--- src/cbpc_pkg.sv ---
package cbpc_pkg;

  localparam int QUAT_FRAC_BITS = 14;
  localparam int POS_W          = 32;
  localparam int QUAT_W         = 16;
  localparam int P_W            = 34;
  localparam int MAG_W          = 52;
  localparam int MAG_LIM_BITS   = 30;
  localparam int ACC_W          = 64;
  localparam int DIV_W          = 48;
  localparam int QUO_W          = QUAT_FRAC_BITS + 3;
  localparam int NUM_REGS       = 8;
  localparam int CFG_IDX_W      = 3;
  localparam int IN_DATA_W      = 4 * POS_W + 4 * QUAT_W;
  localparam int OUT_DATA_W     = 3 * POS_W + 4 * QUAT_W;
  localparam int IDX_W          = 5;
  localparam int CNT_W          = 5;

  localparam logic [IDX_W-1:0] IDX_LAST_ROT  = IDX_W'(27);
  localparam logic [IDX_W-1:0] IDX_FIRST_SQ  = IDX_W'(28);
  localparam logic [IDX_W-1:0] IDX_LAST_SQ   = IDX_W'(31);
  localparam logic [CNT_W-1:0] SQRT_LAST     = CNT_W'(31);
  localparam logic [CNT_W-1:0] DIV_LAST      = CNT_W'(QUO_W - 1);

  typedef enum logic [2:0] {
    REG_YAW_COS   = 3'd0,
    REG_YAW_SIN   = 3'd1,
    REG_MOUNT_QX  = 3'd2,
    REG_MOUNT_QY  = 3'd3,
    REG_MOUNT_QZ  = 3'd4,
    REG_MOUNT_QW  = 3'd5,
    REG_YAWFIX_QZ = 3'd6,
    REG_YAWFIX_QW = 3'd7
  } reg_idx_t;

  typedef enum logic [3:0] {
    ST_IDLE, ST_MUL, ST_ACC, ST_MAG, ST_SHIFT, ST_SQRT,
    ST_DIV_INIT, ST_DIV, ST_DIV_STORE, ST_DONE
  } state_t;

  typedef enum logic [3:0] {
    A_X, A_Y, A_QW, A_QZ, A_P0, A_P1, A_P2, A_P3, A_MG0, A_MG1, A_MG2, A_MG3
  } asel_t;

  typedef enum logic [3:0] {
    B_C, B_S, B_CX, B_CY, B_CZ, B_CW, B_M0, B_M1, B_M2, B_M3,
    B_MG0, B_MG1, B_MG2, B_MG3
  } bsel_t;

  typedef enum logic [3:0] {
    D_NONE, D_BX, D_BY, D_P0, D_P1, D_P2, D_P3, D_R0, D_R1, D_R2, D_R3, D_SUM
  } dest_t;

  typedef struct packed {
    asel_t a;
    bsel_t b;
    logic  neg;
    dest_t dest;
  } prod_op_t;

  typedef struct packed {
    logic             load;
    logic             mul;
    logic             acc;
    logic [IDX_W-1:0] idx;
    logic             mag;
    logic             shift;
    logic             sqrt_step;
    logic             div_init;
    logic             div_step;
    logic             div_store;
    logic [1:0]       comp;
    logic             out_load;
  } cbpc_cmd_t;

  typedef struct packed {
    logic stamp_new;
    logic mx_zero;
    logic mx_big;
    logic out_free;
  } cbpc_stat_t;

  // Product schedule: rotation, yaw-fix times camera, that times mount, squares.
  function automatic prod_op_t prod_op(input logic [IDX_W-1:0] idx);
    prod_op_t op;
    case (idx)
      5'd0:  op = '{A_X,   B_C,   1'b0, D_NONE};
      5'd1:  op = '{A_Y,   B_S,   1'b0, D_BX};
      5'd2:  op = '{A_X,   B_S,   1'b1, D_NONE};
      5'd3:  op = '{A_Y,   B_C,   1'b0, D_BY};
      5'd4:  op = '{A_QW,  B_CX,  1'b0, D_NONE};
      5'd5:  op = '{A_QZ,  B_CY,  1'b1, D_P0};
      5'd6:  op = '{A_QW,  B_CY,  1'b0, D_NONE};
      5'd7:  op = '{A_QZ,  B_CX,  1'b0, D_P1};
      5'd8:  op = '{A_QW,  B_CZ,  1'b0, D_NONE};
      5'd9:  op = '{A_QZ,  B_CW,  1'b0, D_P2};
      5'd10: op = '{A_QW,  B_CW,  1'b0, D_NONE};
      5'd11: op = '{A_QZ,  B_CZ,  1'b1, D_P3};
      5'd12: op = '{A_P3,  B_M0,  1'b0, D_NONE};
      5'd13: op = '{A_P0,  B_M3,  1'b0, D_NONE};
      5'd14: op = '{A_P1,  B_M2,  1'b0, D_NONE};
      5'd15: op = '{A_P2,  B_M1,  1'b1, D_R0};
      5'd16: op = '{A_P3,  B_M1,  1'b0, D_NONE};
      5'd17: op = '{A_P0,  B_M2,  1'b1, D_NONE};
      5'd18: op = '{A_P1,  B_M3,  1'b0, D_NONE};
      5'd19: op = '{A_P2,  B_M0,  1'b0, D_R1};
      5'd20: op = '{A_P3,  B_M2,  1'b0, D_NONE};
      5'd21: op = '{A_P0,  B_M1,  1'b0, D_NONE};
      5'd22: op = '{A_P1,  B_M0,  1'b1, D_NONE};
      5'd23: op = '{A_P2,  B_M3,  1'b0, D_R2};
      5'd24: op = '{A_P3,  B_M3,  1'b0, D_NONE};
      5'd25: op = '{A_P0,  B_M0,  1'b1, D_NONE};
      5'd26: op = '{A_P1,  B_M1,  1'b1, D_NONE};
      5'd27: op = '{A_P2,  B_M2,  1'b1, D_R3};
      5'd28: op = '{A_MG0, B_MG0, 1'b0, D_NONE};
      5'd29: op = '{A_MG1, B_MG1, 1'b0, D_NONE};
      5'd30: op = '{A_MG2, B_MG2, 1'b0, D_NONE};
      5'd31: op = '{A_MG3, B_MG3, 1'b0, D_SUM};
      default: op = '{A_X, B_C, 1'b0, D_NONE};
    endcase
    return op;
  endfunction

endpackage

--- src/cbpc_ctrl.sv ---
module cbpc_ctrl
  import cbpc_pkg::*;
(
  input  logic       clk,
  input  logic       rst_n,
  input  logic       in_tvalid,
  output logic       in_tready,
  input  cbpc_stat_t stat,
  output cbpc_cmd_t  cmd
);

  state_t           state_r, state_nxt;
  logic [IDX_W-1:0] idx_r, idx_nxt;
  logic [CNT_W-1:0] cnt_r, cnt_nxt;
  logic [1:0]       comp_r, comp_nxt;

  always_ff @(posedge clk) begin
    if (!rst_n) begin
      state_r <= ST_IDLE;
      idx_r   <= '0;
      cnt_r   <= '0;
      comp_r  <= '0;
    end else begin
      state_r <= state_nxt;
      idx_r   <= idx_nxt;
      cnt_r   <= cnt_nxt;
      comp_r  <= comp_nxt;
    end
  end

  always_comb begin
    state_nxt = state_r;
    idx_nxt   = idx_r;
    cnt_nxt   = cnt_r;
    comp_nxt  = comp_r;
    case (state_r)
      ST_IDLE: begin
        if (in_tvalid && stat.stamp_new) begin
          state_nxt = ST_MUL;
          idx_nxt   = '0;
        end
      end
      ST_MUL: state_nxt = ST_ACC;
      ST_ACC: begin
        if (idx_r == IDX_LAST_ROT) begin
          state_nxt = ST_MAG;
        end else if (idx_r == IDX_LAST_SQ) begin
          state_nxt = ST_SQRT;
          cnt_nxt   = '0;
        end else begin
          state_nxt = ST_MUL;
          idx_nxt   = idx_r + IDX_W'(1);
        end
      end
      ST_MAG: state_nxt = ST_SHIFT;
      ST_SHIFT: begin
        if (stat.mx_zero) begin
          state_nxt = ST_DONE;
        end else if (!stat.mx_big) begin
          state_nxt = ST_MUL;
          idx_nxt   = IDX_FIRST_SQ;
        end
      end
      ST_SQRT: begin
        cnt_nxt = cnt_r + CNT_W'(1);
        if (cnt_r == SQRT_LAST) begin
          state_nxt = ST_DIV_INIT;
          comp_nxt  = '0;
        end
      end
      ST_DIV_INIT: begin
        state_nxt = ST_DIV;
        cnt_nxt   = '0;
      end
      ST_DIV: begin
        cnt_nxt = cnt_r + CNT_W'(1);
        if (cnt_r == DIV_LAST) begin
          state_nxt = ST_DIV_STORE;
        end
      end
      ST_DIV_STORE: begin
        if (comp_r == 2'd3) begin
          state_nxt = ST_DONE;
        end else begin
          comp_nxt  = comp_r + 2'd1;
          state_nxt = ST_DIV_INIT;
        end
      end
      ST_DONE: begin
        if (stat.out_free) begin
          state_nxt = ST_IDLE;
        end
      end
      default: state_nxt = ST_IDLE;
    endcase
  end

  always_comb begin
    cmd       = '0;
    cmd.idx   = idx_r;
    cmd.comp  = comp_r;
    in_tready = 1'b0;
    case (state_r)
      ST_IDLE: begin
        in_tready = 1'b1;
        cmd.load  = in_tvalid && stat.stamp_new;
      end
      ST_MUL:       cmd.mul       = 1'b1;
      ST_ACC:       cmd.acc       = 1'b1;
      ST_MAG:       cmd.mag       = 1'b1;
      ST_SHIFT:     cmd.shift     = !stat.mx_zero && stat.mx_big;
      ST_SQRT:      cmd.sqrt_step = 1'b1;
      ST_DIV_INIT:  cmd.div_init  = 1'b1;
      ST_DIV:       cmd.div_step  = 1'b1;
      ST_DIV_STORE: cmd.div_store = 1'b1;
      ST_DONE:      cmd.out_load  = stat.out_free;
      default:      cmd           = '0;
    endcase
  end

endmodule

--- config.mk ---
export PLATFORM = sky130hd
export DESIGN_NAME = cbpc_ctrl
export DESIGN_NICKNAME = d
export VERILOG_FILES = /design/src/cbpc_pkg.sv /design/src/cbpc_ctrl.sv
export SDC_FILE = /design/constraint.sdc
export NUM_CORES = 1
export LEC_CHECK = 0
export BUFFER_PORTS_ARGS = -buffer_cell sky130_fd_sc_hd__buf_4
export CAP_MARGIN = 0
export CORE_AREA = 2 2 51 53
export CTS_CLUSTER_DIAMETER = 50
export CTS_CLUSTER_SIZE = 8
export DETAILED_ROUTE_END_ITERATION = 7
export DIE_AREA = 0 0 53 55
export PLACE_DENSITY = 0.76
export SLEW_MARGIN = 15
export SYNTH_ARGS = -nofsm -noshare
export SYNTH_HDL_FRONTEND = slang
export SYNTH_SLANG_ARGS = --single-unit
--- constraint.sdc ---
create_clock -name clk -period 4.7 [get_ports clk]
set_input_delay 0.47 -clock clk [delete_from_list [all_inputs] [get_ports clk]]
set_output_delay 0.47 -clock clk [all_outputs]
set_load 0.05 [all_outputs]
* After elaboration in Yosys (flattened, before gate mapping)
Index checks and enable logic that the tools add are counted.
Operators by class: eq/ne operators 25, add/sub/neg operators 3, reduce and logical (&&, ||, !) cells 13, mux-type cells 35
Operator list (number):
- two-way mux 5 bit | 8
- one-hot mux 4 bit (10 select lines) | 1
- one-hot mux 5 bit (3 select lines) | 2
- two-way mux 4 bit | 7
- == test 5 bit (second input constant) | 4
- inequality test 2 bit (second input constant) | 10
- == test 4 x 3 -> 1 bit (second input constant) | 4
- two-way mux 1 bit | 11
- adder 5 x 1 -> 5 bit (second input constant) | 2
- OR reduction 10 bit | 1
- == test 4 x 2 -> 1 bit (second input constant) | 2
- == test 4 bit (second input constant) | 2
- two-way mux 2 bit | 3
- two-way mux 3 bit | 2
- AND reduction 3 bit | 2
- AND reduction 6 bit | 1
- nonzero test 3 bit | 2
- AND reduction 5 bit | 1
- == test 4 x 1 -> 1 bit (second input constant) | 1
- zero test 4 bit | 1
- one-hot mux 2 bit (2 select lines) | 1
- inequality test 3 bit (second input constant) | 1
- adder 2 x 1 -> 2 bit (second input constant) | 1
- == test 2 bit (second input constant) | 1
- other kinds (4) | 5
Word-level totals: register bits after elaboration 16, output and inout port bits 18, bits of input ports 7

* Longest topological paths before layout
word-level depth 4, depth in mapped cells 7, depth with buffers taken out 7

* Least setup slack after synthesis
OpenSTA, ideal clock, no wires.
path kind register -> register, start reg state_r[2], end reg state_r[3], clock period less this slack 2.780 ns, slack 1.920 ns, arrival 2.721 ns, setup time 0.060 ns, cell stages (with the launch flop) 6, cell sequence dfxtp_1 > buf_2 > nor4b_1 > nand2_1 > a21oi_1 > a22o_1
Between the ends: word-level cells in the longest chain between the ends 3, elaborated cells on any way between the ends 17, classes of those cells eq/ne (14); mux (1); reduce/logical (2)
RTL lines:
- start: declaration | RTL line cbpc_ctrl.sv:12 | state_t state_r, state_nxt;
- start signal: assignment | RTL line cbpc_ctrl.sv:24 | state_r <= state_nxt;
- == test 4 x 3 -> 1 bit, or another cell as far along | RTL line cbpc_ctrl.sv:36 | case (state_r)
- inequality test 3 bit (no line) or inequality test 2 bit (tied branches)
- AND reduction 5 bit (no line)
Several ways; a longest one is shown, not always the timed one. A chain may end at the register's enable or synchronous reset.

==> summary.md <==
| Metric | Value |
|---|---|
| Post-CTS Setup Repair Bufs | 0 |
| Fmax | 0.399 GHz |
| Post-Place Cells | 199 |
| CP max stage cell | nor4b_2 |
| Clk root buf | clkbuf_4 |
| Max-Cap Viols | 0 |
| Post-DP HPWL | 2310 µm |
| Critical path arrival | 2.03 ns |
| Commonest non-fill, non-tap cell in the layout | buf_4 |
| Post-synthesis sequential area ratio | 26.3% |
| Clock sink total | 16 |
| WL met1 | 1400 µm |
| Utilization after layout | 60.1% |
| Final Hold Fails | 0 |
| Share of cells above drive strength 1 | 19.7% |
| Vias in the first global route | 1147 |
| EDFF count, synth | 0 |
| Clock latency on the worst-skew pair | 0.30 ns |
| Final GP Congestion | 0.834 |
| Peak supply drop | 265 µV |
| Total chip power | 0.714 mW |
| Wire length on met3 | 162 µm |
| Max-slew violations | 0 |
| Largest family of logic cells by synthesized area | simple AND/OR/NAND/NOR gates |
| Finished Cell Area | 1420 µm² |
| Startpoint types | register |
| Bufs on Longest Clock Path | 2 |
| Routed Antenna Nets | 0 |
| CP max stage delay | 0.71 ns |
| Synth Area in Adders | 6.15% |
| Largest net degree at the start of global routing | 21 |
| DRC | 0 |
| GRT Overall Usage | 24.2% |
| Part of the cycle the worst path needs | 53.3% |
| Num CTS Buffers | 3 |
| Max Clock Skew | 0.00691 ns |
| Die ar. | 2920 µm² |
| Xor and xnor fraction of the mapped netlist area | 0% |
| Worst hold path type | in -> reg |
| Post-Syn Instances | 155 |
| Synth Flop Type | dfxtp_1 |
| Syn nets | 168 |
| CP Data Required Time | 4.23 ns |
| Cts repair resizes | 0 |
| Die Span Y | 55 µm |
| Crit path buffers/inverters | 1 |
| Wire per inst | 15.3 µm |
| CTS tree | built |
| Area grow syn2layout | 16.5% |
| DR top layer | met4 |
| Pwr dens | 502 nW/µm² |
| Seq cells post-synth | 16 |
| Actual slew at the worst max-slew pin | 0.797 ns |
| Post-route setup TNS | 0 ns |
| Die Span X | 53 µm |
| Drt initial violations | 25 |
| GR Overflow Total | 0 |
| Post-synthesis compound-gate area fraction | 25.9% |
| Synthesized area | 1220 µm² |
| Leakage | 0.596 nW |
| Tmin final | 2.50 ns |
| Core area | 2360 µm² |
| Initial antenna violation count | 0 |
| Slew headroom | 46.3% |
| Non-filler cells, final | 203 |
| Final nets | 187 |
| Routed WL | 3100 µm |
| Post-CTS Hold Buffers | 0 |
| Async set-or-reset flop fraction in the synthesized netlist | 0% |
| Via count | 1264 |
| Setup violators final | 0 |
| Starting Density | 51.6% |
| Synth Area per Inst | 7.87 µm² |
| WS Path Type | reg -> out |
| Vias per std cell | 6.23 |
| Top Family by Delay on Critical Path | simple AND/OR/NAND/NOR gates |
| CP Capture Type | primary output |
| Mux cell area share after synthesis | 1.74% |
| WL met2 | 1480 µm |
| Crit Path Max Fanout | 20 |
| Ports | 25 |
| Max H-tree Level | 1 |
| Synth Area in Simple Gates | 33.1% |
| Netlist cell types | 50 |
| Antenna fix cells | 0 |
| Status | finished clean |
| Synth warn | 0 |
| Worst-path clk slew | 0.10 ns |
| Commonest cells after routing, fill and taps aside | 24 x buf_4, 16 x dfxtp_1, 13 x nand2_1 |
| DRT Pass-1 Iters | 4 |
| Rows | 18 |
| DP Area | 1390 µm² |
| First-pass GRT wire length | 5150 µm |
| Fill cells | 236 |
| PortBufs | 24 |
| Critical-path cell list | nor4b_2 > buf_4 |
| RSZ-0062 raised after global routing | no |
-- sequential cells by signal, indices dropped and copies added (netlist names) --
register / flops
comp_r: 2
idx_r: 5
state_r: 4
cnt_r: 5
-- power by group --
| part | switching (mW) | internal (mW) | leakage [nW] |
|---|---|---|---|
| clock | 0.0476 | 0.0473 | 0.0210 |
| combinational | 0.256 | 0.146 | 0.445 |
| sequential | 0.0601 | 0.157 | 0.130 |
-- final timing paths --
check | startpoint | to | slack [ns] | cells after the start
max | state_r[1]$_SDFFE_PN0P_ | cmd[14] | 2.20 | 2
min | rst_n | idx_r[4]$_SDFFE_PN0P_ | 0.48 | 2
max reg2reg | state_r[1]$_SDFFE_PN0P_ | idx_r[3]$_SDFFE_PN0P_ | 2.59 | 4
min reg2reg | cnt_r[4]$_SDFFE_PN0P_ | cnt_r[4]$_SDFFE_PN0P_ | 0.50 | 2
-- stage by stage --
stage / setup slack [ns] / hold slack (ns)
after floorplan: 1.92 / 0.445
after global placement: 2.63 / 0.458
after detailed placement: 2.57 / 0.491
after CTS: 2.23 / 0.470
after global routing: 2.08 / 0.471
final: 2.20 / 0.485
-- metal layers --
layer,GRT usage (%),up-vias
met3,3.23,7
met4,11.1,0
met1,31.1,600
met5,0,-
li1,-,615
met2,40.6,42
-- cell type report --
class | instances | area (µm²) | share of cell area (%)
clock buffers | 4 | 36.3 | 2.55
inverters | 8 | 30.0 | 2.11
multi-input cells | 121 | 817 | 57.5
flip-flops and latches | 16 | 320 | 22.5
well taps | 30 | 37.5 | 2.64
repair buffers | 24 | 180 | 12.7
-- cells by family (layout without fill, tap and decap cells) --
| group | Yosys count | after routing |
|---|---|---|
| AOI/OAI and AO/OA | 44 | 44 |
| adders and majority gates | 6 | 6 |
| buffers and inverters | 18 | 36 |
| DFF | 16 | 16 |
| muxes | 2 | 2 |
| and+or+nand+nor | 69 | 69 |
-- synthesized netlist by cell type (4+ instances only) --
| cell | instances | area [µm²] |
|---|---|---|
| clkbuf_1 | 5 | 18.8 |
| dfxtp_1 | 16 | 320 |
| nor2_1 | 12 | 45.0 |
| ha_1 | 6 | 75.1 |
| nand2_1 | 13 | 48.8 |
| nor3_1 | 6 | 30.0 |
| and2_1 | 9 | 56.3 |
| o21ai_0 | 7 | 35.0 |
| o211a_1 | 4 | 40.0 |
| inv_1 | 7 | 26.3 |
| a31oi_1 | 5 | 31.3 |
| a21oi_1 | 9 | 45.0 |
No activity file was read; power rests on OpenSTA's default activity.
